<file path="src/hw/rtl/bilinear_image_resize_top_defines.svh">
// ---------------------------------------------------------------------------
// Assertion macros for the bilinear resize block
// Shared concurrent checks, clocked on clk and disabled during reset.
// ---------------------------------------------------------------------------
`ifndef BILINEAR_IMAGE_RESIZE_TOP_DEFINES_SVH
`define BILINEAR_IMAGE_RESIZE_TOP_DEFINES_SVH

// Condition holds at every clock edge out of reset
`define BIR_ASSERT(lbl, cond, msg) \
	lbl: assert property (@(posedge clk) disable iff (!arst_n) (cond)) else $error(msg);

// Antecedent at one edge implies consequent at the next
`define BIR_NEXT(lbl, pre, post, msg) \
	lbl: assert property (@(posedge clk) disable iff (!arst_n) (pre) |=> (post)) \
		else $error(msg);

`endif

</file>
<file path="src/hw/rtl/bir_pkg.sv">
// ---------------------------------------------------------------------------
// bir_pkg
// Constants, types and helper functions of the bilinear resize block.
// ---------------------------------------------------------------------------
package bir_pkg;

	localparam int MAX_SRC_WIDTH  = 512;
	localparam int MAX_SRC_HEIGHT = 512;
	localparam int MAX_DST_DIM    = 4096;

	localparam int SDIM_W    = 10;
	localparam int DDIM_W    = 13;
	localparam int CFG_W     = 13;
	localparam int CFG_IDX_W = 2;
	localparam int COORD_W   = 12;
	localparam int PIX_W     = 8;

	localparam int SRC_WIDTH_RST  = 512;
	localparam int SRC_HEIGHT_RST = 512;
	localparam int DST_WIDTH_RST  = 512;
	localparam int DST_HEIGHT_RST = 512;

	localparam int MAX_SRC_DIM = (MAX_SRC_WIDTH > MAX_SRC_HEIGHT) ?
		MAX_SRC_WIDTH : MAX_SRC_HEIGHT;
	localparam int CELL_W  = $clog2(MAX_SRC_DIM);
	localparam int FRAC_W  = 11;
	localparam int WT_W    = FRAC_W + 1;
	localparam int QB      = CELL_W + FRAC_W;
	localparam int PROD_W  = COORD_W + 1 + SDIM_W;
	localparam int DEN_W   = DDIM_W + 1;
	localparam int BANK_AW = 2 * (CELL_W - 1);
	localparam int BANK_DEPTH = 2 ** BANK_AW;
	localparam int SUM_W   = PIX_W + WT_W;
	localparam int MUL_W   = WT_W + SUM_W - 4;
	localparam int VSUM_W  = MUL_W - 16 + 1;

	localparam int FIFO_DEPTH = 4;
	localparam int FIFO_AW    = $clog2(FIFO_DEPTH);

	localparam logic [WT_W-1:0] COEF_ONE = WT_W'(2 ** FRAC_W);

	localparam logic FUNC_WRITE = 1'b0;
	localparam logic FUNC_READ  = 1'b1;

	typedef enum logic [CFG_IDX_W-1:0] {
		REG_SRC_WIDTH,
		REG_SRC_HEIGHT,
		REG_DST_WIDTH,
		REG_DST_HEIGHT
	} reg_idx_t;

	typedef enum logic [1:0] {
		KIND_WRITE,
		KIND_READ,
		KIND_ERROR
	} kind_t;

	typedef struct packed {
		logic [SDIM_W-1:0] sw;
		logic [SDIM_W-1:0] sh;
		logic [DDIM_W-1:0] dw;
		logic [DDIM_W-1:0] dh;
	} dims_t;

	typedef struct packed {
		kind_t             kind;
		logic [CELL_W-1:0] wx;
		logic [CELL_W-1:0] wy;
		logic [PIX_W-1:0]  wval;
		logic [PROD_W-1:0] prodx;
		logic [PROD_W-1:0] prody;
	} fe_t;

	typedef struct packed {
		kind_t             kind;
		logic              negx;
		logic              negy;
		logic [CELL_W-1:0] wx;
		logic [CELL_W-1:0] wy;
		logic [PIX_W-1:0]  wval;
	} bk_pay_t;

	typedef struct packed {
		logic [DEN_W-1:0] rem;
		logic [QB-1:0]    low;
		logic [QB-1:0]    quo;
	} div_t;

	typedef struct packed {
		logic [CELL_W-1:0] c0;
		logic [CELL_W-1:0] c1;
		logic [WT_W-1:0]   w1;
	} axis_t;

	// One restoring division step: shift in the next dividend bit
	function automatic div_t div_step(input div_t d, input logic [DEN_W-1:0] den);
		logic [DEN_W:0] rem2;
		logic           ge;
		div_t           n;
		rem2  = {d.rem, d.low[QB-1]};
		ge    = rem2 >= {1'b0, den};
		n.rem = ge ? DEN_W'(rem2 - {1'b0, den}) : rem2[DEN_W-1:0];
		n.low = {d.low[QB-2:0], 1'b0};
		n.quo = {d.quo[QB-2:0], ge};
		return n;
	endfunction

endpackage

</file>
<file path="src/hw/rtl/bir_fifo.sv">
// ---------------------------------------------------------------------------
// bir_fifo
// Short queue between the request front end and the compute back end.
// ---------------------------------------------------------------------------
`include "bilinear_image_resize_top_defines.svh"

module bir_fifo import bir_pkg::*; (
	input  logic clk,
	input  logic arst_n,
	input  logic push,
	input  fe_t  wdata,
	output logic full,
	input  logic pop,
	output logic valid,
	output fe_t  rdata
);
	fe_t                mem_q [FIFO_DEPTH];
	logic [FIFO_AW-1:0] wp_q;
	logic [FIFO_AW-1:0] rp_q;
	logic [FIFO_AW:0]   cnt_q;

	assign full  = cnt_q == (FIFO_AW + 1)'(FIFO_DEPTH);
	assign valid = cnt_q != '0;
	assign rdata = mem_q[rp_q];

	always_ff @(posedge clk or negedge arst_n) begin
		if (!arst_n) begin
			wp_q  <= '0;
			rp_q  <= '0;
			cnt_q <= '0;
		end else begin
			if (push) begin
				wp_q <= wp_q + 1'b1;
			end
			if (pop) begin
				rp_q <= rp_q + 1'b1;
			end
			if (push && !pop) begin
				cnt_q <= cnt_q + 1'b1;
			end else if (pop && !push) begin
				cnt_q <= cnt_q - 1'b1;
			end
		end
	end

	always_ff @(posedge clk) begin
		if (push) begin
			mem_q[wp_q] <= wdata;
		end
	end

	`BIR_ASSERT(a_fifo_cnt, cnt_q <= (FIFO_AW + 1)'(FIFO_DEPTH), "queue count overflow")
	`BIR_NEXT(a_fifo_fill, (push && !pop), (cnt_q != '0), "queue empty after push")
	`BIR_ASSERT(a_fifo_pop, !pop || valid, "pop from empty queue")
endmodule

</file>
<file path="config.mk">
export PLATFORM = sky130hd
export DESIGN_NAME = bir_fifo
export DESIGN_NICKNAME = d
export VERILOG_FILES = /design/src/hw/rtl/bir_pkg.sv /design/src/hw/rtl/bir_fifo.sv
export VERILOG_INCLUDE_DIRS = /design/src /design/src/hw/rtl
export SDC_FILE = /design/constraint.sdc
export NUM_CORES = 1
export LEC_CHECK = 0
export BUFFER_PORTS_ARGS = -buffer_cell sky130_fd_sc_hd__buf_2
export CAP_MARGIN = 20
export CORE_AREA = 4 4 152 154
export CTS_CLUSTER_SIZE = 14
export DETAILED_ROUTE_END_ITERATION = 10
export DIE_AREA = 0 0 156 158
export GPL_ROUTABILITY_DRIVEN = 0
export GPL_TIMING_DRIVEN = 0
export HOLD_SLACK_MARGIN = 0.03
export PLACE_DENSITY = 0.75
export SYNTH_ARGS = -nofsm -noshare
export SYNTH_HDL_FRONTEND = slang
export SYNTH_SLANG_ARGS = --single-unit
</file>
<file path="constraint.sdc">
create_clock -name clk -period 3.7 [get_ports clk]
set_input_delay 0.185 -clock clk [delete_from_list [all_inputs] [get_ports clk]]
set_output_delay 0.185 -clock clk [all_outputs]
set_load 0.02 [all_outputs]
</file>
==> results.txt, run 1 <==
Yosys reg bits -> 303
Finish-stage setup viols -> 0
Die area -> 24600 sq um
Diodes inserted -> 0
Number of DRC markers in iteration 0 -> 231
Grt ovf -> 0
CP startpoint -> rp_q[1]$_DFFE_PN0P_
Vias in the first global route -> 5833
Critical-path cell list -> buf_2, buf_2, mux4_2, buf_2
Critical path's slowest cell -> mux4_2
Avg Vias per Cell -> 5.35
Finished Core Util -> 64.6%
Die width -> 156 um
WL/cell -> 21.1 um
CTS Buffer Depth -> 3
Mapped Avg Cell Area -> 26.4 sq um
Number of buffers created by CTS -> 29
Max Slew Vio Count -> 0
CTS Sinks -> 303
EDFF count, synth -> 296
Largest net degree at the start of global routing -> 49
GRT Overall Usage -> 17.1%
Leak pwr -> 4.88 nW
CP most frequent cell -> buf_2
Fillcell total -> 1413
Input/output buffers -> 153
Minimum clock period -> 2.26 ns
Syn. warnings -> 0
Critical path capture point type -> primary output
DR DRC count -> 0
Yosys cell types -> 20
Detail Placement HPWL -> 12400 um
Die Y -> 158 um
FMAX -> 0.442 GHz
Post-DP Area -> 12300 sq um
Tcrit/Tclk final -> 61.1%
CTS tree -> done
CP Launch Type -> register
IO Pins -> 154
Initial antenna violation count -> 0
CP max FO -> 10
Worst path top cell family by delay -> buffers and inverters
WL final -> 20800 um
Setup CP Type -> register to primary output
Synth Flop Type -> edfxtp_1
Fin. Hold Viols -> 0
Clock Latency Late Sink -> 0.53 ns
Core box area -> 21700 sq um
Worst path max stage delay -> 0.36 ns
Syn Nets -> 505
Layout Area Growth over Synthesis -> 26.0%
Worst Path Arrival -> 2.08 ns
CP required -> 3.51 ns
DR pass1 iterations -> 4
Max_slew headroom -> 57.3%
Status -> complete, no violations
First-pass GRT wire length -> 32500 um
Antenna-violating nets left -> 0
Starting Density -> 51.3%
RSZ-0062 raised after global routing -> false
Nets -> 771
Worst hold start -> wdata[37]
Pwr dens -> 785 nW/um^2
Commonest non-fill, non-tap cell in the layout -> edfxtp_1
Worst-margin pin slew -> 0.641 ns
Layout cells sized above 1 -> 41.0%
R2R Path Start -> wp_q[0]$_DFFE_PN0P_
Most frequent cells in the layout -> edfxtp_1 (296), buf_2 (159), dlygate4sd3_1 (78)
Root Buffer -> clkbuf_16
Cell Area, Synth -> 11100 sq um
Sum of negative setup slack -> 0 ns
Cells after Synth -> 421
Seq/Total Area, Yosys -> 81.5%
Row Count -> 54
Buf+Inv Stages, Crit Path -> 3
Reg clk slew, reported paths -> 0.06 ns
Max-cap viol count -> 0
Routed vias -> 5281
Async SR Flop Fraction -> 2.31%
Hold Path Class -> input port to register
Max H-tree Level -> 1
Finished Cell Area -> 14000 sq um
Worst VDD drop -> 0.473 mV
Skew final -> 0.00724 ns
metal layers:
layer	track usage, %	vias to the layer above	part of all wire [%]
met5	0	-	0
met4	3.75	0	1.2
met3	3.72	20	5.8
met2	29.7	173	52
met1	22.6	2745	41
li1	-	2343	-
worst register-to-register path, cell delays in order (launching register included):
cell and delay (ns):
dfrtp_1 0.43, inv_1 0.11, ha_1 0.16, and2_4 0.54, buf_12 0.34
flip-flops by register name (all words and copies together), names as in the netlist:
register	cells
wp_q	2
cnt_q	3
rp_q	2
mem_q	296
per-stage QoR:
step	hold WS (ns)	worst slack [ns]	total power, mW	cells
after floorplan	-0.111	0.915	7.20	421
after global placement	0.0236	-0.334	8.26	854
after global routing	0.400	1.32	11.5	988
after CTS	0.384	1.37	11.2	988
final	0.405	1.44	11.0	988
after detailed placement	0.0313	1.73	8.37	858
logic make-up after synthesis:
group,Yosys count,share of synthesized area [%]
DFF,303,81.5
buffers and inverters,21,1.68
and+or+nand+nor,9,0.450
xor gates and xnor gates,6,0.473
muxes,75,15.1
adders and majority gates,6,0.743
AOI/OAI and AO/OA,1,0.0450
Yosys cell counts (2+ instances only):
cell / n / area [sq um]
buf_4: 3 / 22.5
ha_1: 5 / 62.6
dfrtp_1: 7 / 175
mux4_2: 74 / 1670
and2_1: 4 / 25.0
xnor2_1: 2 / 17.5
inv_1: 4 / 15.0
clkbuf_1: 2 / 7.51
edfxtp_1: 296 / 8890
xor2_1: 4 / 35.0
buf_12: 5 / 100
nand2_1: 2 / 7.51
buf_2: 6 / 30.0
power breakdown:
group          switching (mW)  internal [mW]
combinational            2.08           1.56
sequential              0.157           4.49
clock                    1.15           1.57
cell type report:
| class | count | area (sq um) | share of cell area [%] |
|---|---|---|---|
| buffer | 17 | 171 | 1.22 |
| clock buffer | 33 | 741 | 5.29 |
| clock inverter | 19 | 143 | 1.02 |
| inverter | 4 | 15.0 | 0.107 |
| multi-input combinational | 97 | 1880 | 13.4 |
| sequential | 303 | 9060 | 64.7 |
| tap | 280 | 350 | 2.50 |
| timing repair buffer | 235 | 1650 | 11.8 |
path summary, 6_finish.rpt:
check,slack (ns),endpoint,cells after the start
max in group asynchronous,2.80,wp_q[1]$_DFFE_PN0P_,3
hold reg to reg,0.52,cnt_q[2]$_DFFE_PN0P_,1
setup reg to reg,1.78,mem_q[0][23]$_DFFE_PP_,4
min in group asynchronous,0.63,cnt_q[1]$_DFFE_PN0P_,3
hold / removal,0.41,mem_q[0][37]$_DFFE_PP_,2
setup / recovery,1.44,rdata[34],4
what timing repair did:
item | in CTS | in global routing
hold endpoints to repair | 307 | 0
resized for setup | 0 | 0
hold buffers | 78 | 0
buffers inserted | 0 | 0
No activity file was read; power rests on OpenSTA's default activity.
==> run 2: changes to the inputs <==
- CORE_AREA: 4 4 152 154 -> 4 4 153 155
- DIE_AREA: 0 0 156 158 -> 0 0 157 159
- PLACE_DENSITY: 0.75 -> 0.77
- clock period: 3.7 -> 1.9 ns (I/O delays scaled with it)
==> results.txt, run 2 (synthesis gave the netlist of run 1 again) <==
Worst hold start -> wdata[68]
Finished Core Util -> 66.0%
Nets -> 782
Layout Area Growth over Synthesis -> 29.5%
Detail Placement HPWL -> 11900 um
DR pass1 iterations -> 5
Max FFs per register -> 296
Critical-path cell list -> buf_6, buf_12, buf_12, mux4_2, buf_2
GRT Overall Usage -> 17.6%
Setup CP Type -> register to primary output
Pwr dens -> 1560 nW/um^2
Skew final -> 0.00903 ns
Violated checks -> negative setup slack
Root Buffer -> clkbuf_16
R2R cell count -> 4
Fin worst setup slack -> -0.226 ns
Number of DRC markers in iteration 0 -> 289
Max_slew headroom -> 57.7%
Fillcell total -> 1371
Sum of negative setup slack -> -11.52 ns
RSZ-0062 raised after global routing -> true
Flop2flop setup slack -> 0.15 ns
Hold Path Class -> input port to register
WL final -> 22300 um
Worst path max stage delay -> 0.53 ns
Grt ovf -> 0
Status -> complete, but fails checks
Core box area -> 21800 sq um
CTS tree -> done
Layout cells sized above 1 -> 41.1%
IO Pins -> 154
CP startpoint -> rp_q[0]$_DFFE_PN0P_
Worst Path Arrival -> 2.03 ns
Largest net degree at the start of global routing -> 52
Routed vias -> 5337
Most frequent cells in the layout -> edfxtp_1 (296), buf_2 (111), dlygate4sd3_1 (78)
Leak pwr -> 5.03 nW
CTS Sinks -> 303
Clock Latency Late Sink -> 0.53 ns
Biggest regs -> mem_q (296), cnt_q (3)
CTS Buffer Depth -> 3
FMAX -> 0.470 GHz
Final hold slack -> 0.319 ns
Minimum clock period -> 2.13 ns
Tcrit/Tclk final -> 112%
Critical path capture point type -> primary output
CP required -> 1.80 ns
Initial antenna violation count -> 0
Die Y -> 159 um
Vias in the first global route -> 5932
Worst-margin pin slew -> 0.635 ns
Diodes inserted -> 0
Starting Density -> 50.9%
Max Slew Vio Count -> 0
CP most frequent cell -> buf_12
Antenna-violating nets left -> 0
Most flop-heavy register -> mem_q
Max H-tree Level -> 1
DR DRC count -> 0
WL/cell -> 22.3 um
First-pass GRT wire length -> 34000 um
Worst VDD drop -> 0.957 mV
CP max FO -> 10
Row Count -> 54
Input/output buffers -> 153
Die area -> 25000 sq um
Die width -> 157 um
Commonest non-fill, non-tap cell in the layout -> edfxtp_1
Finish-stage setup viols -> 74
Reg clk slew, reported paths -> 0.06 ns
CP Launch Type -> register
Avg Vias per Cell -> 5.35
Max-cap viol count -> 0
Tot Pwr -> 22.5 mW
R2R Path Start -> wp_q[0]$_DFFE_PN0P_
Fin. Hold Viols -> 0
Number of buffers created by CTS -> 29
Critical path's slowest cell -> mux4_2
Hold path cells -> 2
## run 2: cell count changes in the layout (fill, tap and decap cells not counted), moves of 2 or more
| cell | delta |
|---|---|
| buf_2 | -48 |
| buf_6 | +41 |
| buf_4 | +9 |
| clkbuf_1 | +5 |
| buf_12 | +3 |
| clkinv_2 | -3 |
| and2_4 | +2 |
| buf_16 | +2 |
| bufinv_16 | -2 |
| clkbuf_2 | +2 |
| clkinvlp_4 | -2 |
## run 2: layout make-up
type	instances	area, sq um	share of cell area (%)
sequential	303	9060	63.0
timing repair buffer	243	2020	14.0
multi-input combinational	100	1900	13.2
clock buffer	40	767	5.33
tap	280	350	2.43
buffer	17	234	1.63
clock inverter	11	43.8	0.304
inverter	4	15.0	0.104
## run 2: stage by stage
stage          std cells  cell area [sq um]  setup slack, ns
6_report             998              14400           -0.226
5_1_grt              998              14400           -0.308
4_1_cts              995              14200           -0.255
3_5_place_dp         856              12300           -0.127
3_3_place_gp         854              12200           -0.635
2_1_floorplan        421              11100          0.00781
## run 2: report_power, final
group	internal (mW)	switching [mW]
sequential	8.75	0.317
clock	2.79	2.21
combinational	4.13	4.33
total	15.7	6.86
## run 2: per-layer routing
metal,up-vias,routed length (um),global-route usage [%]
met5,-,0,0
met4,0,384,3.94
met3,33,1340,3.51
met2,177,11800,30.8
met1,2769,8770,23.1
li1,2358,-,-
## run 2: worst paths after layout
check | endpoint
min | mem_q[1][68]$_DFFE_PP_
min reg2reg | cnt_q[2]$_DFFE_PN0P_
max | rdata[30]
max reg2reg | mem_q[2][16]$_DFFE_PP_
max in group asynchronous | wp_q[0]$_DFFE_PN0P_
min in group asynchronous | cnt_q[1]$_DFFE_PN0P_
## run 2: what timing repair did
item | in CTS | in global routing
hold buffers | 78 | 0
endpoints found under the setup margin | 222 | 115
cloned | 5 | 2
hold endpoints to repair | 308 | 0
resized for setup | 52 | 54
pin swaps | 0 | 0
setup buffers | 5 | 1
## run 2: worst max-delay path, delay by kind of cell (launching register included)
kind | cells | cell delay [ns]
flops | 1 | 0.35
mux | 1 | 0.53
buf+inv | 4 | 0.62
